<file path="config.mk">
export PLATFORM = sky130hd
export DESIGN_NAME = pcm_frame_to_s16_stereo_mono_flat
export DESIGN_NICKNAME = d
export VERILOG_FILES = /design/src/pfs_pkg.sv /design/src/pfs_if.sv /design/src/pcm_frame_to_s16_stereo_mono.sv /design/src/pfs_lane.sv /design/src/pfs_merge.sv /design/src/flat_wrapper.sv
export SDC_FILE = /design/constraint.sdc
export NUM_CORES = 1
export LEC_CHECK = 0
export ABC_AREA = 1
export BUFFER_PORTS_ARGS = -buffer_cell sky130_fd_sc_hd__buf_2
export CORE_MARGIN = 2
export CORE_UTILIZATION = 55
export DETAILED_ROUTE_END_ITERATION = 7
export GPL_TIMING_DRIVEN = 0
export PLACE_DENSITY = 0.83
export SETUP_SLACK_MARGIN = 0.3
export SYNTH_ARGS = -nofsm -noshare
export SYNTH_HDL_FRONTEND = slang
export SYNTH_HIERARCHICAL = 1
export SYNTH_SLANG_ARGS = --single-unit
export TNS_END_PERCENT = 100
</file>
<file path="constraint.sdc">
create_clock -name clk_i -period 6.8 [get_ports clk_i]
set_input_delay 0.34 -clock clk_i [delete_from_list [all_inputs] [get_ports clk_i]]
set_output_delay 0.34 -clock clk_i [all_outputs]
set_load 0.05 [all_outputs]
</file>
<file path="src/pfs_pkg.sv">
// Shared types and constants for the PCM frame to s16 converter.
// No dependencies; every other file of the block imports this package.
package pfs_pkg;

  // Widths of the beat fields and of the internal level word
  localparam int unsigned SAMPLE_W = 32;
  localparam int unsigned PCM16_W  = 16;
  localparam int unsigned MONO_W   = 32;
  // A level is Q1.31 held one bit wider so that it can reach exactly +1
  localparam int unsigned LVL_W    = 33;

  // Configuration port
  localparam int unsigned APB_AW = 3;
  localparam int unsigned APB_DW = 32;
  localparam int unsigned FMT_W  = 3;

  // Register indexes (paddr[2])
  localparam logic REG_FORMAT = 1'b0;
  localparam logic REG_STEREO = 1'b1;

  // Sample format codes
  localparam logic [FMT_W-1:0] FMT_FLOAT32 = 3'd0;
  localparam logic [FMT_W-1:0] FMT_PCM8    = 3'd1;
  localparam logic [FMT_W-1:0] FMT_PCM16   = 3'd2;
  localparam logic [FMT_W-1:0] FMT_PCM24   = 3'd3;
  localparam logic [FMT_W-1:0] FMT_PCM32   = 3'd4;

  // Level of exactly +1 and -1
  localparam logic signed [LVL_W-1:0] LVL_ONE     = {2'b01, 31'b0};
  localparam logic signed [LVL_W-1:0] LVL_NEG_ONE = {2'b11, 31'b0};

  typedef logic signed [LVL_W-1:0] level_t;

endpackage

</file>
<file path="src/pfs_if.sv">
// Stream interfaces for frame beats in and converted beats out.
// Depends on pfs_pkg for field widths.
interface pfs_in_if import pfs_pkg::*; ();
  logic                valid;
  logic                ready;
  logic [SAMPLE_W-1:0] left_sample;
  logic [SAMPLE_W-1:0] right_sample;
  logic                silent;
  logic                end_of_packet;

  modport source (output valid, left_sample, right_sample, silent, end_of_packet,
                  input ready);
  modport sink   (input valid, left_sample, right_sample, silent, end_of_packet,
                  output ready);
endinterface

interface pfs_out_if import pfs_pkg::*; ();
  logic                      valid;
  logic                      ready;
  logic signed [PCM16_W-1:0] left_pcm16;
  logic signed [PCM16_W-1:0] right_pcm16;
  logic signed [MONO_W-1:0]  mono_level;
  logic                      last_of_packet;

  modport source (output valid, left_pcm16, right_pcm16, mono_level, last_of_packet,
                  input ready);
  modport sink   (input valid, left_pcm16, right_pcm16, mono_level, last_of_packet,
                  output ready);
endinterface

</file>
<file path="src/pcm_frame_to_s16_stereo_mono.sv">
// Top level: PCM frame to s16 stereo and Q1.31 mono converter.
// Pipeline: an input beat is registered in the lane stage, then in the merge stage.
// Throughput: one frame per cycle unless the output stalls; both lanes and the merge
// run every cycle, and each stage holds its beat only while the next stage is stalled.
// Reset: asynchronous active-low; clears stage valids, format to float32, stereo on.
// Depends on pfs_pkg, pfs_if, pfs_lane and pfs_merge.
module pcm_frame_to_s16_stereo_mono import pfs_pkg::*; (
  input  logic              clk_i,
  input  logic              rst_ni,
  pfs_in_if.sink            frame_in,
  pfs_out_if.source         frame_out,
  input  logic              psel,
  input  logic              penable,
  input  logic              pwrite,
  input  logic [APB_AW-1:0] paddr,
  input  logic [APB_DW-1:0] pwdata,
  output logic [APB_DW-1:0] prdata,
  output logic              pready
);

  logic [FMT_W-1:0] fmt_q;
  logic             stereo_q;
  logic             v1_q, v2_q;
  logic             rdy1, rdy2;
  level_t           lvl_l_d, lvl_r_d, lvl_l_q, lvl_r_q;
  logic             last1_q, last2_q;
  logic [SAMPLE_W-1:0] right_word;
  logic signed [PCM16_W-1:0] l16_d, r16_d, l16_q, r16_q;
  logic signed [MONO_W-1:0]  mono_d, mono_q;

  // Configuration registers
  assign pready = 1'b1;
  always_ff @(posedge clk_i or negedge rst_ni) begin
    if (!rst_ni) begin
      fmt_q    <= FMT_FLOAT32;
      stereo_q <= 1'b1;
    end else if (psel && penable && pwrite) begin
      case (paddr[2])
        REG_FORMAT: fmt_q    <= pwdata[FMT_W-1:0];
        REG_STEREO: stereo_q <= pwdata[0];
        default:    ;
      endcase
    end
  end

  always_comb begin
    case (paddr[2])
      REG_FORMAT: prdata = {{(APB_DW-FMT_W){1'b0}}, fmt_q};
      REG_STEREO: prdata = {{(APB_DW-1){1'b0}}, stereo_q};
      default:    prdata = '0;
    endcase
  end

  // Lanes: mono source feeds the left word to the right lane
  assign right_word = stereo_q ? frame_in.right_sample : frame_in.left_sample;

  pfs_lane u_lane_l (
    .word_i (frame_in.left_sample),
    .fmt_i  (fmt_q),
    .zero_i (frame_in.silent),
    .level_o(lvl_l_d)
  );

  pfs_lane u_lane_r (
    .word_i (right_word),
    .fmt_i  (fmt_q),
    .zero_i (frame_in.silent),
    .level_o(lvl_r_d)
  );

  // Stage handshake: advance when the downstream slot is free
  assign rdy2 = !v2_q || frame_out.ready;
  assign rdy1 = !v1_q || rdy2;
  assign frame_in.ready = rdy1;

  always_ff @(posedge clk_i or negedge rst_ni) begin
    if (!rst_ni) begin
      v1_q <= 1'b0;
      v2_q <= 1'b0;
    end else begin
      if (rdy1) v1_q <= frame_in.valid;
      if (rdy2) v2_q <= v1_q;
    end
  end

  // Lane stage payload
  always_ff @(posedge clk_i) begin
    if (rdy1 && frame_in.valid) begin
      lvl_l_q <= lvl_l_d;
      lvl_r_q <= lvl_r_d;
      last1_q <= frame_in.end_of_packet;
    end
  end

  pfs_merge u_merge (
    .left_i       (lvl_l_q),
    .right_i      (lvl_r_q),
    .left_pcm16_o (l16_d),
    .right_pcm16_o(r16_d),
    .mono_o       (mono_d)
  );

  // Output stage payload
  always_ff @(posedge clk_i) begin
    if (rdy2 && v1_q) begin
      l16_q   <= l16_d;
      r16_q   <= r16_d;
      mono_q  <= mono_d;
      last2_q <= last1_q;
    end
  end

  assign frame_out.valid          = v2_q;
  assign frame_out.left_pcm16     = l16_q;
  assign frame_out.right_pcm16    = r16_q;
  assign frame_out.mono_level     = mono_q;
  assign frame_out.last_of_packet = last2_q;

  // Lane stage keeps its beat while the output stage is stalled
  a_v1_hold: assert property (@(posedge clk_i) disable iff (!rst_ni)
    v1_q && !rdy2 |=> v1_q)
    else $error("lane stage beat dropped under stall");

  // Output stage keeps its beat until taken
  a_v2_hold: assert property (@(posedge clk_i) disable iff (!rst_ni)
    v2_q && !frame_out.ready |=> v2_q && $stable(mono_q))
    else $error("output beat changed under stall");

  // Normalized levels stay within +-1
  a_lvl_range: assert property (@(posedge clk_i) disable iff (!rst_ni)
    v1_q |-> (lvl_l_q <= LVL_ONE && lvl_l_q >= LVL_NEG_ONE &&
              lvl_r_q <= LVL_ONE && lvl_r_q >= LVL_NEG_ONE))
    else $error("lane level out of range");

  // Scaling by 32767 never reaches the s16 minimum
  a_s16_min: assert property (@(posedge clk_i) disable iff (!rst_ni)
    v2_q |-> (l16_q != 16'sh8000 && r16_q != 16'sh8000))
    else $error("s16 scaling produced -32768");

endmodule

</file>
<file path="src/pfs_lane.sv">
// One channel lane: normalizes a raw sample word to a Q1.31 level.
// Depends on pfs_pkg for format codes and the level type.
module pfs_lane import pfs_pkg::*; (
  input  logic [SAMPLE_W-1:0] word_i,
  input  logic [FMT_W-1:0]    fmt_i,
  input  logic                zero_i,
  output level_t              level_o
);

  logic [7:0]  ex;
  logic [22:0] man;
  logic [7:0]  shamt;
  logic [30:0] frac;
  logic [31:0] fmag;
  level_t      flevel;

  // Float32: truncate toward zero, clamp to +-1, NaN and denormals to zero
  always_comb begin
    ex    = word_i[30:23];
    man   = word_i[22:0];
    shamt = 8'd126 - ex;
    frac  = {1'b1, man, 7'b0};
    if (shamt >= 8'd31) begin
      fmag = '0;
    end else begin
      fmag = {1'b0, frac >> shamt[4:0]};
    end
    if (ex == 8'hFF && man != '0) begin
      flevel = '0;
    end else if (ex >= 8'd127) begin
      flevel = word_i[31] ? LVL_NEG_ONE : LVL_ONE;
    end else if (ex == 8'd0) begin
      flevel = '0;
    end else begin
      flevel = word_i[31] ? -$signed({1'b0, fmag}) : $signed({1'b0, fmag});
    end
  end

  // Select the level by format; silence forces zero
  always_comb begin
    level_o = '0;
    if (!zero_i) begin
      case (fmt_i)
        FMT_FLOAT32: level_o = flevel;
        FMT_PCM8:    level_o = $signed({~word_i[7], ~word_i[7], word_i[6:0], 24'b0});
        FMT_PCM16:   level_o = $signed({word_i[15], word_i[15:0], 16'b0});
        FMT_PCM24:   level_o = $signed({word_i[23], word_i[23:0], 8'b0});
        FMT_PCM32:   level_o = $signed({word_i[31], word_i});
        default:     level_o = '0;
      endcase
    end
  end

endmodule

</file>
<file path="src/pfs_merge.sv">
// Merge stage: scales both lane levels to s16 and forms the mono average.
// Depends on pfs_pkg for widths and the level type.
module pfs_merge import pfs_pkg::*; (
  input  level_t                    left_i,
  input  level_t                    right_i,
  output logic signed [PCM16_W-1:0] left_pcm16_o,
  output logic signed [PCM16_W-1:0] right_pcm16_o,
  output logic signed [MONO_W-1:0]  mono_o
);

  localparam int unsigned PW = LVL_W + 15;

  logic signed [PW-1:0] lx, rx, lp, rp, lb, rb;
  logic signed [LVL_W:0] sum, sumb;
  logic signed [LVL_W-1:0] avg;

  // Scale by 32767 with shift-subtract, then divide by 2^31 toward zero
  always_comb begin
    lx = PW'(left_i);
    rx = PW'(right_i);
    lp = (lx <<< 15) - lx;
    rp = (rx <<< 15) - rx;
    lb = lp + (lp[PW-1] ? PW'(32'h7FFF_FFFF) : '0);
    rb = rp + (rp[PW-1] ? PW'(32'h7FFF_FFFF) : '0);
    left_pcm16_o  = lb[46:31];
    right_pcm16_o = rb[46:31];
  end

  // Halve the sum toward zero and saturate the single overflow at +1
  always_comb begin
    sum  = (LVL_W+1)'(left_i) + (LVL_W+1)'(right_i);
    sumb = sum + ((LVL_W+1)'(sum[LVL_W]));
    avg  = sumb[LVL_W:1];
    if (!avg[LVL_W-1] && avg[LVL_W-2]) begin
      mono_o = 32'sh7FFF_FFFF;
    end else begin
      mono_o = avg[MONO_W-1:0];
    end
  end

endmodule

</file>
<file path="src/flat_wrapper.sv">
// flat-port wrapper written by rule: the top's interface ports become plain ports
module pcm_frame_to_s16_stereo_mono_flat import pfs_pkg::*;
  (clk_i, rst_ni, psel, penable, pwrite, paddr, pwdata, prdata, pready, frame_in_valid, frame_in_left_sample, frame_in_right_sample, frame_in_silent, frame_in_end_of_packet, frame_in_ready, frame_out_valid, frame_out_left_pcm16, frame_out_right_pcm16, frame_out_mono_level, frame_out_last_of_packet, frame_out_ready);
  pfs_in_if frame_in_i ();
  pfs_out_if frame_out_i ();
  input  logic clk_i;
  input  logic rst_ni;
  input  logic psel;
  input  logic penable;
  input  logic pwrite;
  input  logic [APB_AW-1:0] paddr;
  input  logic [APB_DW-1:0] pwdata;
  output logic [APB_DW-1:0] prdata;
  output logic pready;
  input wire logic [$bits(frame_in_i.valid)-1:0] frame_in_valid;
  input wire logic [$bits(frame_in_i.left_sample)-1:0] frame_in_left_sample;
  input wire logic [$bits(frame_in_i.right_sample)-1:0] frame_in_right_sample;
  input wire logic [$bits(frame_in_i.silent)-1:0] frame_in_silent;
  input wire logic [$bits(frame_in_i.end_of_packet)-1:0] frame_in_end_of_packet;
  output wire logic [$bits(frame_in_i.ready)-1:0] frame_in_ready;
  output wire logic [$bits(frame_out_i.valid)-1:0] frame_out_valid;
  output wire logic [$bits(frame_out_i.left_pcm16)-1:0] frame_out_left_pcm16;
  output wire logic [$bits(frame_out_i.right_pcm16)-1:0] frame_out_right_pcm16;
  output wire logic [$bits(frame_out_i.mono_level)-1:0] frame_out_mono_level;
  output wire logic [$bits(frame_out_i.last_of_packet)-1:0] frame_out_last_of_packet;
  input wire logic [$bits(frame_out_i.ready)-1:0] frame_out_ready;
  assign frame_in_i.valid = frame_in_valid;
  assign frame_in_i.left_sample = frame_in_left_sample;
  assign frame_in_i.right_sample = frame_in_right_sample;
  assign frame_in_i.silent = frame_in_silent;
  assign frame_in_i.end_of_packet = frame_in_end_of_packet;
  assign frame_in_ready = frame_in_i.ready;
  assign frame_out_valid = frame_out_i.valid;
  assign frame_out_left_pcm16 = frame_out_i.left_pcm16;
  assign frame_out_right_pcm16 = frame_out_i.right_pcm16;
  assign frame_out_mono_level = frame_out_i.mono_level;
  assign frame_out_last_of_packet = frame_out_i.last_of_packet;
  assign frame_out_i.ready = frame_out_ready;
  pcm_frame_to_s16_stereo_mono u_core (.clk_i(clk_i), .rst_ni(rst_ni), .frame_in(frame_in_i), .frame_out(frame_out_i), .psel(psel), .penable(penable), .pwrite(pwrite), .paddr(paddr), .pwdata(pwdata), .prdata(prdata), .pready(pready));
endmodule
</file>
==> impl_metrics.csv <==
group,metric,value,unit
run_status,status,"finished with violations",
run_status,violations_in_the_final_reports,"design-rule violations",
sta,worstMarginPinSlew,1.30,ns
place,place.gp.congestion,1.02,
die,core_area,0.0478,sq mm
global_route,globalRouteTotalUtil,39.2,%
setup_path,worstPathCellList,"inv_1 -> ha_1 -> nand2_1 -> nand2_1 -> inv_1 -> nor2_1 -> nor2_1 -> nand2_1 -> a21oi_1 -> and2_1 -> ha_1 -> a21oi_1 -> o21ai_0 -> a21oi_1 -> inv_1 -> a31oi_1 -> inv_1 -> a21oi_1 -> nor3_2 -> nand2_1 -> nand2_1 -> and2_1",
sta,maxClockFrequency,179,MHz
die,effective_utilization_at_floorplan,55.8,%
cells_and_area,syn2layout_area_growth,8.86,%
detailed_routing,drt-total-wl,101000,um
pwr,p_leak,15.2,nW
synthesis,synth.distinct_cells,62,
cells_and_area,n_antenna_cell,0,
setup_path,startpoint_type,"flop",
cells_and_area,ff_latch_area,0.00412,sq mm
sta,timing.clock.skew,0.00678,ns
min_path,hold_path.class,"in -> reg",
detailed_routing,ant_nets,0,
die,floorplan.rows,80,
flow_run,max_cap_viol_count,0,
setup_path,worst_path_largest_cell_delay,1.01,ns
place,detailedPlace.worstSlack,1.36,ns
cells_and_area,fillerInstances,4968,
cts,cts_tree,"yes",
cts,cts.sink_count,138,
setup_path,critPathSlowestCell,"sky130_fd_sc_hd__and2_1",
cts,clkSlewWorstSetupHoldPaths,0.06,ns
cells_and_area,post_route_utilization,60.7,%
sta,layout_setup_ws,1.20,ns
die,top_level_ports,208,
detailed_routing,via_per_inst,5.80,
cts,post_cts_buffers,0,
cells_and_area,nNetsFinal,5181,
synthesis,yosysWarnings,6,
global_route,number_of_antenna_violations_at_the_first_check_in_global_routing,3,
detailed_routing,via_count,32100,
sta,final-max-slew-violation-count,0,
cts,htree_levels,4,
synthesis,postSynth.topFlopCell,"sky130_fd_sc_hd__edfxtp_1",
global_route,grt_pass1_wl,154000,um
sta,hold_violations,0,
place,portbufs,145,
cells_and_area,drive_gt1_share,9.46,%
setup_path,end_kind,"flop",
sta,timing.final.setup_violations,0,
sta,rsz0062_at_grt,"false",
cts,cts.root.buffer_cell,"sky130_fd_sc_hd__clkbuf_16",
sta,setup_tns,0,ns
cts,max_buffers_root_to_sink,2,
place,dp_hpwl,84600,um
synthesis,synth.largest_area_cell,"sky130_fd_sc_hd__nand2_1",
synthesis,ys_seq_area_share,15.4,%
synthesis,seq_cells_post_synth,138,
global_route,grt-ovfl-total,0,
detailed_routing,drt_first_iter_violations,3882,
setup_path,critical_path_arrival,5.81,ns
setup_path,setup.worst_path.class,"reg -> reg",
synthesis,yosysTopAreaCellShare,21.8,%
sta,timing.final.crit_period,5.60,ns
detailed_routing,wire_per_inst,18.3,um
synthesis,postSynthAreaPerCell,5.67,sq um
sta,fin_crit_sh,82.3,%
detailed_routing,dr.pass1.iters,8,
detailed_routing,post-route-drc-count,4,
cts,clock_latency,0.46,ns
synthesis,synth_edf_count,132,
die,die_width,224,um
synthesis,synth_cells,4706,
synthesis,synth-async-reset-ratio,4.35,%
die,dieArea,0.0503,sq mm
pwr,p_per_area,302,mW/mm^2
global_route,grt_pass1_vias,28200,
cells_and_area,total_area_of_multi_input_combinational_cells,0.0193,sq mm
setup_path,worst-path-max-fanout,30,
setup_path,critPathMostFrequentCell,"sky130_fd_sc_hd__nand2_1",
setup_path,required_time_at_the_endpoint_of_the_critical_path,7.01,ns
synthesis,netlist_area,0.0267,sq mm
global_route,grt_start_max_net_pins,35,
setup_path,cp.buffers_inverters,4,
pwr,peakVddDrop,210,uV
synthesis,yosys-top-cells-area,"sky130_fd_sc_hd__nand2_1, sky130_fd_sc_hd__edfxtp_1, sky130_fd_sc_hd__nand3_1",
sta,timing.hold.ws,0.0623,ns
cells_and_area,final_area,0.0290,sq mm
synthesis,synth.most_common_cell,"sky130_fd_sc_hd__nand2_1",
place,placedInstanceArea,0.0283,sq mm
synthesis,netlist_top_cells_count,"sky130_fd_sc_hd__nand2_1, sky130_fd_sc_hd__inv_1, sky130_fd_sc_hd__nor2_1, sky130_fd_sc_hd__nand3_1, sky130_fd_sc_hd__a21oi_1",
cts,cts-buffers-inserted,17,
sta,relSlewSlack,12.6,%
die,die_h,224,um
setup_path,critPathTopFamily,"simple AND/OR/NAND/NOR gates",
## layout by cell type (no fill, tap or decap), drive strengths merged, types with 12 or more instances in the layout
cell / count
nor4: 18
clkbuf: 50
o21bai: 14
a31oi: 18
conb: 30
o21ai: 150
a21oi: 250
nand4: 125
o21a: 12
a221oi: 23
xor2: 86
nand3: 542
nand2: 1613
o22ai: 40
nor3: 54
ha: 170
xnor2: 30
nand3b: 13
inv: 661
edfxtp: 132
nor2: 571
buf: 242
## logic make-up (layout without fill, tap and decap cells)
| kind of cell | after synthesis | after routing | synth area share, % |
|---|---|---|---|
| flip-flops | 138 | 138 | 15.4 |
| AND/OR/NAND/NOR | 2956 | 2956 | 48.3 |
| buffers and inverters | 787 | 968 | 12.7 |
| adder cells (fa/ha/maj) | 171 | 171 | 8.05 |
| AO/OA/AOI/OAI | 536 | 536 | 11.5 |
| XOR/XNOR | 116 | 116 | 3.92 |
| other | 2 | 30 | 0.0282 |
## report_power, final
group	switching, mW	internal, mW	total, mW
clock	0.379	0.698	1.08
combinational	4.45	1.90	6.36
sequential	0.152	1.18	1.33
total	4.99	3.78	8.77
## worst paths after layout
path,start,endpoint,slack (ns),cells past startpoint
max reg2reg,u_core/lvl_l_q[32],u_core/frame_out.left_pcm16[8],1.20,22
min,frame_in_end_of_packet,u_core/last1_q,0.06,1
min reg2reg,u_core/v1_q,u_core/frame_out.valid,0.57,2
max,u_core/lvl_l_q[32],u_core/frame_out.left_pcm16[8],1.20,22
max in group asynchronous,rst_ni,u_core/stereo_q,6.31,2
min in group asynchronous,rst_ni,u_core/fmt_q[1],0.26,2
## metal layers
metal	share of wire, %	global-route usage [%]	up-vias
met3	11	5.03	279
li1	-	-	15700
met5	0.024	0	-
met2	41	59.3	1786
met4	4.3	16.6	4
met1	43	55.9	14300
## worst register-to-register path, cell delays in order, from the launching register on
cell,delay (ns)
sky130_fd_sc_hd__edfxtp_1,0.53
sky130_fd_sc_hd__inv_1,0.48
sky130_fd_sc_hd__ha_1,0.43
sky130_fd_sc_hd__nand2_1,0.09
sky130_fd_sc_hd__nand2_1,0.05
sky130_fd_sc_hd__inv_1,0.07
sky130_fd_sc_hd__nor2_1,0.04
sky130_fd_sc_hd__nor2_1,0.13
sky130_fd_sc_hd__nand2_1,0.13
sky130_fd_sc_hd__a21oi_1,0.50
sky130_fd_sc_hd__and2_1,1.02
sky130_fd_sc_hd__ha_1,0.43
sky130_fd_sc_hd__a21oi_1,0.25
sky130_fd_sc_hd__o21ai_0,0.11
sky130_fd_sc_hd__a21oi_1,0.14
sky130_fd_sc_hd__inv_1,0.07
sky130_fd_sc_hd__a31oi_1,0.13
sky130_fd_sc_hd__inv_1,0.07
sky130_fd_sc_hd__a21oi_1,0.32
sky130_fd_sc_hd__nor3_2,0.14
sky130_fd_sc_hd__nand2_1,0.09
sky130_fd_sc_hd__nand2_1,0.05
sky130_fd_sc_hd__and2_1,0.12
## per-stage QoR
stage,instances,power [mW]
5_1_grt,5530,9.45
3_3_place_gp,5494,7.43
3_5_place_dp,5497,7.48
6_report,5530,8.77
4_1_cts,5530,8.59
2_1_floorplan,4734,5.92
## state kept, by name, summed over array words and instances, names as in the netlist
register / cells
u_core/lvl_l_q: 33
u_core/lvl_r_q: 33
u_core/frame_out.mono_level: 32
u_core/frame_out.left_pcm16: 16
u_core/frame_out.right_pcm16: 16
u_core/fmt_q: 3
u_core/frame_out.last_of_packet: 1
u_core/frame_out.valid: 1
u_core/last1_q: 1
u_core/stereo_q: 1
u_core/v1_q: 1
## what timing repair did
| action | in CTS | in global routing |
|---|---|---|
| hold buffers | 1 | 0 |
| gates resized for setup | 0 | 0 |
| endpoints found under the hold margin | 6 | 0 |
## area by class of cell
| type | count | area share (%) |
|---|---|---|
| multi-input combinational | 3809 | 66.4 |
| sequential | 138 | 14.2 |
| inverter | 661 | 8.56 |
| buffer | 126 | 3.14 |
| timing repair buffer | 149 | 2.74 |
| tap | 615 | 2.65 |
| clock buffer | 18 | 1.51 |
| clock inverter | 14 | 0.836 |
(Power assumes the default switching activity.)
